===== src/hw/rtl/frmse_pkg.sv =====
// Shared widths and control types for the factor-model RMSE block.
`timescale 1ns / 1ps
`default_nettype none
package frmse_pkg;

    // Multiplier operand and product widths (signed)
    localparam int MUL_W  = 24;
    localparam int PROD_W = 2 * MUL_W;

    // Accumulator and result widths
    localparam int ACC_W  = 48;
    localparam int SUM_W  = 64;
    localparam int CNT_W  = 32;
    localparam int RMSE_W = 16;

    // Rating is Q8.8, the prediction is Q.28
    localparam int RATING_SHIFT = 20;

    // Requests from the sequencer to the divide/root unit
    typedef struct packed {
        logic start;
        logic ack;
    } t_ds_ctrl;

    // Status back from the divide/root unit
    typedef struct packed {
        logic idle;
        logic done;
    } t_ds_stat;

endpackage
`default_nettype wire


===== src/hw/rtl/frmse_divsqrt.sv =====
// Iterative divide and integer square root sharing one compare-subtract unit.
`timescale 1ns / 1ps
`default_nettype none
module frmse_divsqrt (
    input  wire logic                          i_clk,
    input  wire logic                          i_rst_n,
    input  wire frmse_pkg::t_ds_ctrl           i_ctrl,
    input  wire logic [frmse_pkg::SUM_W-1:0]   i_dividend,
    input  wire logic [frmse_pkg::CNT_W-1:0]   i_divisor,
    output frmse_pkg::t_ds_stat                o_stat,
    output logic      [frmse_pkg::RMSE_W-1:0]  o_root
);
    import frmse_pkg::*;

    localparam int STEP_W = $clog2(SUM_W);
    localparam int REM_W  = CNT_W + 1;
    localparam int SUB_W  = REM_W + 2;

    typedef enum logic [3:0] {
        P_IDLE = 4'b0001,
        P_DIV  = 4'b0010,
        P_SQRT = 4'b0100,
        P_DONE = 4'b1000
    } t_phase;

    t_phase               r_phase, n_phase;
    logic [STEP_W-1:0]    r_step, n_step;
    logic [SUM_W-1:0]     r_q, n_q;
    logic [REM_W-1:0]     r_rem, n_rem;
    logic [CNT_W-1:0]     r_root, n_root;
    logic [CNT_W-1:0]     r_divisor;
    logic [RMSE_W-1:0]    r_result, n_result;

    logic [SUB_W-1:0]     sub_a, sub_b;
    logic [SUB_W:0]       sub_diff;
    logic                 sub_borrow;

    // Shared compare-subtract: one quotient bit or one root bit per cycle
    always_comb begin
        sub_a = '0;
        sub_b = '0;
        case (r_phase)
            P_DIV: begin
                sub_a = {2'b00, r_rem[CNT_W-1:0], r_q[SUM_W-1]};
                sub_b = {3'b000, r_divisor};
            end
            P_SQRT: begin
                sub_a = {r_rem, r_q[SUM_W-1 -: 2]};
                sub_b = {1'b0, r_root, 2'b01};
            end
            default: begin
                sub_a = '0;
                sub_b = '0;
            end
        endcase
        sub_diff   = {1'b0, sub_a} - {1'b0, sub_b};
        sub_borrow = sub_diff[SUB_W];
    end

    // Sequencer for the two iterations
    always_comb begin
        n_phase  = r_phase;
        n_step   = r_step;
        n_q      = r_q;
        n_rem    = r_rem;
        n_root   = r_root;
        n_result = r_result;
        case (r_phase)
            P_IDLE: begin
                if (i_ctrl.start) begin
                    n_phase = P_DIV;
                    n_step  = STEP_W'(SUM_W - 1);
                    n_q     = i_dividend;
                    n_rem   = '0;
                end
            end
            P_DIV: begin
                n_rem = sub_borrow ? sub_a[REM_W-1:0] : sub_diff[REM_W-1:0];
                n_q   = {r_q[SUM_W-2:0], ~sub_borrow};
                n_step = r_step - 1'b1;
                if (r_step == '0) begin
                    n_phase = P_SQRT;
                    n_step  = STEP_W'(SUM_W / 2 - 1);
                    n_rem   = '0;
                    n_root  = '0;
                end
            end
            P_SQRT: begin
                n_rem  = sub_borrow ? sub_a[REM_W-1:0] : sub_diff[REM_W-1:0];
                n_q    = {r_q[SUM_W-3:0], 2'b00};
                n_root = {r_root[CNT_W-2:0], ~sub_borrow};
                n_step = r_step - 1'b1;
                if (r_step == '0) begin
                    n_phase = P_DONE;
                    // clip roots that do not fit Q8.8
                    if (|n_root[CNT_W-1:RMSE_W]) begin
                        n_result = '1;
                    end else begin
                        n_result = n_root[RMSE_W-1:0];
                    end
                end
            end
            P_DONE: begin
                if (i_ctrl.ack) begin
                    n_phase = P_IDLE;
                end
            end
            default: begin
                n_phase = P_IDLE;
            end
        endcase
    end

    always_ff @(posedge i_clk) begin
        if (!i_rst_n) begin
            r_phase <= P_IDLE;
            r_step  <= '0;
        end else begin
            r_phase <= n_phase;
            r_step  <= n_step;
        end
    end

    // Datapath registers
    always_ff @(posedge i_clk) begin
        r_q      <= n_q;
        r_rem    <= n_rem;
        r_root   <= n_root;
        r_result <= n_result;
        if (r_phase == P_IDLE && i_ctrl.start) begin
            r_divisor <= i_divisor;
        end
    end

    assign o_stat.idle = (r_phase == P_IDLE);
    assign o_stat.done = (r_phase == P_DONE);
    assign o_root      = r_result;

    // A start always launches the divide
    a_start_div: assert property (@(posedge i_clk) disable iff (!i_rst_n)
        (r_phase == P_IDLE && i_ctrl.start) |=> (r_phase == P_DIV))
        else $error("divide did not start");

    // Last divide step hands over to the root
    a_div_to_sqrt: assert property (@(posedge i_clk) disable iff (!i_rst_n)
        (r_phase == P_DIV && r_step == '0) |=> (r_phase == P_SQRT))
        else $error("root did not follow divide");

    // Root remainder never exceeds twice the partial root
    a_rem_bound: assert property (@(posedge i_clk) disable iff (!i_rst_n)
        (r_phase == P_SQRT) |-> (r_rem <= {r_root, 1'b0}))
        else $error("root remainder out of range");

endmodule
`default_nettype wire


===== config.mk =====
export PLATFORM = sky130hd
export DESIGN_NAME = frmse_divsqrt
export DESIGN_NICKNAME = d
export VERILOG_FILES = /design/src/hw/rtl/frmse_pkg.sv /design/src/hw/rtl/frmse_divsqrt.sv
export SDC_FILE = /design/constraint.sdc
export NUM_CORES = 1
export LEC_CHECK = 0
export BUFFER_PORTS_ARGS = -buffer_cell sky130_fd_sc_hd__buf_4
export CAP_MARGIN = 10
export CORE_ASPECT_RATIO = 1.2
export CORE_UTILIZATION = 50
export DETAILED_ROUTE_END_ITERATION = 7
export HOLD_SLACK_MARGIN = 0.15
export PLACE_DENSITY = 0.7
export SYNTH_ARGS = -nofsm -noshare
export SYNTH_HDL_FRONTEND = slang
export SYNTH_SLANG_ARGS = --single-unit

===== constraint.sdc =====
create_clock -name i_clk -period 15.7 [get_ports i_clk]
set_input_delay 0 -clock i_clk [delete_from_list [all_inputs] [get_ports i_clk]]
set_output_delay 0 -clock i_clk [all_outputs]
set_load 0.05 [all_outputs]

# Yosys cells after proc, flatten, opt, wreduce, memory -nomap -nowiden
# Cells that the tools add are included.
# W data, S select, Z words.
# totals
regBits	187
inputBits	100
output_inout_bits	18
elab_cells	45
# classes
add_sub_neg	2
eq_ne	8
muxes	18
n_bitwise	1
n_reduce_logical	9
# op_table
operator	count
$pmux W64 S3	1
$mux W33	3
$pmux W33 S3	1
$pmux W35 S2	1
$pmux W34 S2	1
$mux W64	1
$pmux W32 S2	1
$sub A35 B35 Y36	1
$mux W32	1
$pmux W6 S3	1
$mux W4	4
$pmux W4 S4	1
$reduce_or A16 Y1	1
$mux W6	2
$ne A2 B2 Y1 const B	4
$logic_not A6 Y1	1
$reduce_and A2 Y1	3
$sub A6 B1 Y6 const B	1
$eq A4 B1 Y1 const B	1
$eq A4 B2 Y1 const B	1
$eq A4 B3 Y1 const B	1
$eq A4 B4 Y1 const B	1
$reduce_and A4 Y1	1
$reduce_bool A3 Y1	1
other kinds (3)	3

# Longest topological paths before layout
# depth
word_depth	6
ltp_mapped	18
depth_no_buf	15

# Worst setup path after synthesis
# OpenSTA, ideal clock, no wires.
# synth_path
kind	register to register
from	reg r_phase[3]
to	reg r_rem[32] (data pin)
setup_time_ns	0.270
arrival_time_ns	4.671
required_ns	15.430
path_slack_ns	10.759
path_stages_with_launch	19
path_buffers	3
synth_period_minus_slack_ns	4.941
path_cell_list	dfxtp_1 nor4b_1 clkbuf_1 clkbuf_1 clkbuf_1 nand2_1 nand2_1 ha_1 inv_1 fa_1 a21o_1 a221oi_2 o32ai_2 a2111o_1 a31o_2 a31o_1 or4_1 nand3_1 a21oi_1
# synth_via
elab_chain_len	6
elab_cells_between_ends	9
cone_classes	add/sub (1); eq/ne (3); mux (5)
# synth_lines
element	line	source
start: declaration	frmse_divsqrt.sv:26	t_phase r_phase, n_phase;
start signal: assignment	frmse_divsqrt.sv:119	r_phase <= n_phase;
$eq A4 B3 Y1 or $eq A4 B2 Y1 (tied branches)	frmse_divsqrt.sv:42, frmse_divsqrt.sv:68	
$pmux W35 S2 or $pmux W34 S2 (tied branches)	frmse_divsqrt.sv:42	case (r_phase)
$sub A35 B35 Y36	frmse_divsqrt.sv:56	sub_diff = {1'b0, sub_a} - {1'b0, sub_b};
$mux W33	frmse_divsqrt.sv:78, frmse_divsqrt.sv:89	
$mux W33	frmse_divsqrt.sv:81	if (r_step == '0) begin
$pmux W33 S3 *	frmse_divsqrt.sv:68	case (r_phase)
net n_rem[32]	frmse_divsqrt.sv:29	logic [REM_W-1:0] r_rem, n_rem;
end signal: assignment	frmse_divsqrt.sv:127	r_rem <= n_rem;
end: declaration	frmse_divsqrt.sv:29	
# The timed path passes the listed nets; every way through them passes the cells marked *.
# A chain may end at the register's enable or synchronous reset.

# Final worst setup path
# layout_path
from	reg r_phase[2]
to	reg r_rem[29] (data pin)
# Same word-level chain as after synthesis.

==> run_results.csv <==
group,metric,value,unit
yosys,yosysUniqueCellTypes,58,
yosys,proportion_of_synthesized_chip_area_in_sequential_cells,55.0,%
grt,first_pass_grt_wire_length,39.2,mm
cells_and_area,finalInstanceArea,12700,sq um
grt,first_global_vias,7877,
yosys,leading_cell_types_by_total_area_after_synthesis,"sky130_fd_sc_hd__edfxtp_1 53%, sky130_fd_sc_hd__nand2_1 6.1%, sky130_fd_sc_hd__a22oi_1 4.7%",
cts,ctsHtreeMaxLevel,4,
power,power.static_leakage,5.11,nW
cts,cts_inserted_buffers,17,
power,irDropWorstVdd,85.0,uV
setup_path,critical_path.cell_chain,"nor4b_2, buf_4, buf_4, and2_1, a21oi_1, ha_1, nand4_1, nor3_1, o211ai_1, o211ai_1, o31ai_1, buf_4, nand2_1, buf_4, nand2_1, o32ai_1",
cts,tritoncts_num_sinks,187,
routing,initialDrtViolationCount,546,
setup_path,worst_ep_arrival_time,5280,ps
yosys,synth_top_area_share,53.0,%
power,power.total,1.38,mW
yosys,postSynth.asyncResetShare,0,%
sta,timing.final.max_slew_violations,0,
setup_path,nature_of_the_critical_path_endpoint,"register",
routing,num_vias,7927,
floorplanning,rows,56,
routing,drc,0,
floorplanning,floorplan.die_area,20600,sq um
routing,totalWireLength,23.8,mm
yosys,post_synthesis_cell_count,927,
placed_design,detailed_placement_wirelength_estimate,15.2,mm
cells_and_area,ratio_of_cells_with_drive_above_1_in_the_final_layout,16.8,%
power,power.density,108,nW/um^2
floorplanning,io_pins,118,
yosys,syn-num-nets,1063,
yosys,yosys_warnings,0,
cts,tritoncts,"yes",
setup_path,timing.setup.critical_path_class,"register to register",
grt,total_global_routing_overflow,0,
sta,grt_setup_unrepaired,"no",
setup_path,slowest_stage,"sky130_fd_sc_hd__buf_4",
sta,final_hold_viol_count,0,
cts,clock-root-buffer,"sky130_fd_sc_hd__clkbuf_16",
cts,clkLatencyLatePin,430,ps
routing,wl_per_cell,17.1,microns
cts,worst_setup_hold_path_clk_slew,70,ps
grt,grt_max_degree,87,
cells_and_area,post_route_non_filler_standard_cell_count,1395,
run_status,outcome,"finished, final reports clean",
setup_path,worstPathRequired,15940,ps
sta,report.final.setup_viol,0,
cells_and_area,sequential_cell_area,5520,sq um
sta,timing_worst_slew_pin_value,951,ps
sta,post_route_clock_skew,10.6,ps
placed_design,placedCellCount,1263,
sta,fin_hold_ws,285,ps
cts,ctsResizeCount,0,
yosys,ys_dominant_reg_cell,"sky130_fd_sc_hd__edfxtp_1",
cells_and_area,synthToLayoutAreaGrowth,27.0,%
sta,fin_setup_tns,0,ps
cells_and_area,diodes,0,
sta,layout_worst_path_cycle_share,32.1,%
yosys,flip_flop_and_latch_count_after_synthesis,187,
routing,first_pass_iters,6,
floorplanning,die_width,131,microns
setup_path,cp_common_cell,"sky130_fd_sc_hd__buf_4",
setup_path,setup.worst_path.start_class,"register",
setup_path,path_buf_inv,4,
sta,period_minus_slack,5040,ps
placed_design,gp_congestion,0.927,
setup_path,worst_path_largest_cell_delay,770,ps
floorplanning,floorplan.initialDensity,51.1,%
grt,track_usage,24.0,%
cts,max-clock-path-buffers,2,
yosys,synth_area_per_cell,10.8,sq um
worst_hold_path,hold_path_depth,2,
run,maxCapViolations,0,
placed_design,numPortBuffers,117,
sta,max-slew-margin-rel,36.5,%
cells_and_area,n_fill_cell,1562,
setup_path,worst_path_dominant_cell_family,"buffers and inverters",
yosys,synthDominantAreaCellType,"sky130_fd_sc_hd__edfxtp_1",
yosys,synth.cell_area,10000,sq um
setup_path,r2r_cells,16,
sta,max_freq,0.198,GHz
yosys,synth-edff-count,177,
setup_path,path_depth,16,
grt,grt_antenna_before_repair,0,
placed_design,dpl_cell_area,11100,sq um
routing,viasPerCell,5.68,
routing,final_antenna_net_count,0,
cells_and_area,mostFrequentLayoutCells,"177 x sky130_fd_sc_hd__edfxtp_1, 164 x sky130_fd_sc_hd__nand2_1, 129 x sky130_fd_sc_hd__buf_4",
floorplanning,height_of_the_die,157,microns
cells_and_area,layout.cells.most_common,"sky130_fd_sc_hd__edfxtp_1",
cells_and_area,multiInputGateArea,4280,sq um
setup_path,worst-path-max-fanout,86,
cells_and_area,final_net_count,1257,
worst_hold_path,min_path_type,"primary input to register",
floorplanning,placeableCoreArea,19600,sq um
[worst paths after layout]
path,startpoint,to,slack [ps]
worst min register to register,r_step[3],r_step[3],530
worst max register to register,r_phase[2],r_rem[29],10660
worst min-delay path,i_divisor[8],r_divisor[8],290
worst max-delay path,r_phase[2],r_rem[29],10660
[per-stage QoR]
step / util [%] / setup slack, ps
4_1_cts: 64.9 / 10690
3_5_place_dp: 56.8 / 10720
2_1_floorplan: - / 10760
3_3_place_gp: 56.8 / 10930
6_report: 64.9 / 10660
5_1_grt: 64.9 / 10300
[cell type report]
cell class	instances	share of cell area, %
inverter	14	0.423
sequential	187	43.3
timing repair buffer	229	15.5
clock inverter	13	1.06
multi-input combinational	672	33.7
clock buffer	19	3.48
tap	261	2.57
[where the power goes]
| part | switching [mW] | internal [mW] | leakage [nW] | total, mW |
|---|---|---|---|---|
| Clock | 0.198 | 0.228 | 0.276 | 0.425 |
| Combinational | 0.175 | 0.135 | 3.05 | 0.311 |
| Sequential | 0.0292 | 0.610 | 1.78 | 0.639 |
[layer usage]
layer	vias up	GRT usage [%]	part of all wire (%)
li1	3865	-	-
met1	3798	30.3	43
met2	225	41.2	49
met3	39	3.38	4.1
met4	0	10.7	3.1
met5	-	0	0
[synth_stat cells, types with 6 or more instances]
cell type                  count
sky130_fd_sc_hd__edfxtp_1    177
sky130_fd_sc_hd__nand2_1     164
sky130_fd_sc_hd__a21oi_1      68
sky130_fd_sc_hd__a22oi_1      63
sky130_fd_sc_hd__clkbuf_1     45
sky130_fd_sc_hd__nor2_1       39
sky130_fd_sc_hd__and2_1       37
sky130_fd_sc_hd__ha_1         35
sky130_fd_sc_hd__a22o_1       34
sky130_fd_sc_hd__o21ai_0      28
sky130_fd_sc_hd__mux2i_1      20
sky130_fd_sc_hd__a21o_1       18
sky130_fd_sc_hd__or2_2        17
sky130_fd_sc_hd__xnor2_1      17
sky130_fd_sc_hd__inv_1        14
sky130_fd_sc_hd__nand3_1      14
sky130_fd_sc_hd__a211oi_1     11
sky130_fd_sc_hd__dfxtp_1      10
sky130_fd_sc_hd__nand4_1       8
sky130_fd_sc_hd__xor2_1        8
sky130_fd_sc_hd__o21a_1        7
sky130_fd_sc_hd__o21bai_1      7
sky130_fd_sc_hd__and3_1        6
[state kept, by name (all words and copies together) (netlist names)]
signal,count
r_q,64
r_rem,33
r_divisor,32
r_root,32
o_root,16
r_step,6
r_phase,4
[what timing repair did]
action                    in CTS  in global routing
buffers inserted               0                  0
hold buffers                 100                  0
hold endpoints to repair     106                  0
[cell families (layout without fill, tap and decap cells)]
kind of cell	after synthesis	in the layout	share of synthesized area (%)
simple gates	320	320	15.0
buf+inv	68	275	2.60
mux	20	20	2.00
xor+xnor	25	25	2.18
compound gates	271	271	18.6
flops	187	187	55.0
fa+ha+maj	36	36	4.57
Power figures use the tool's default switching activity.
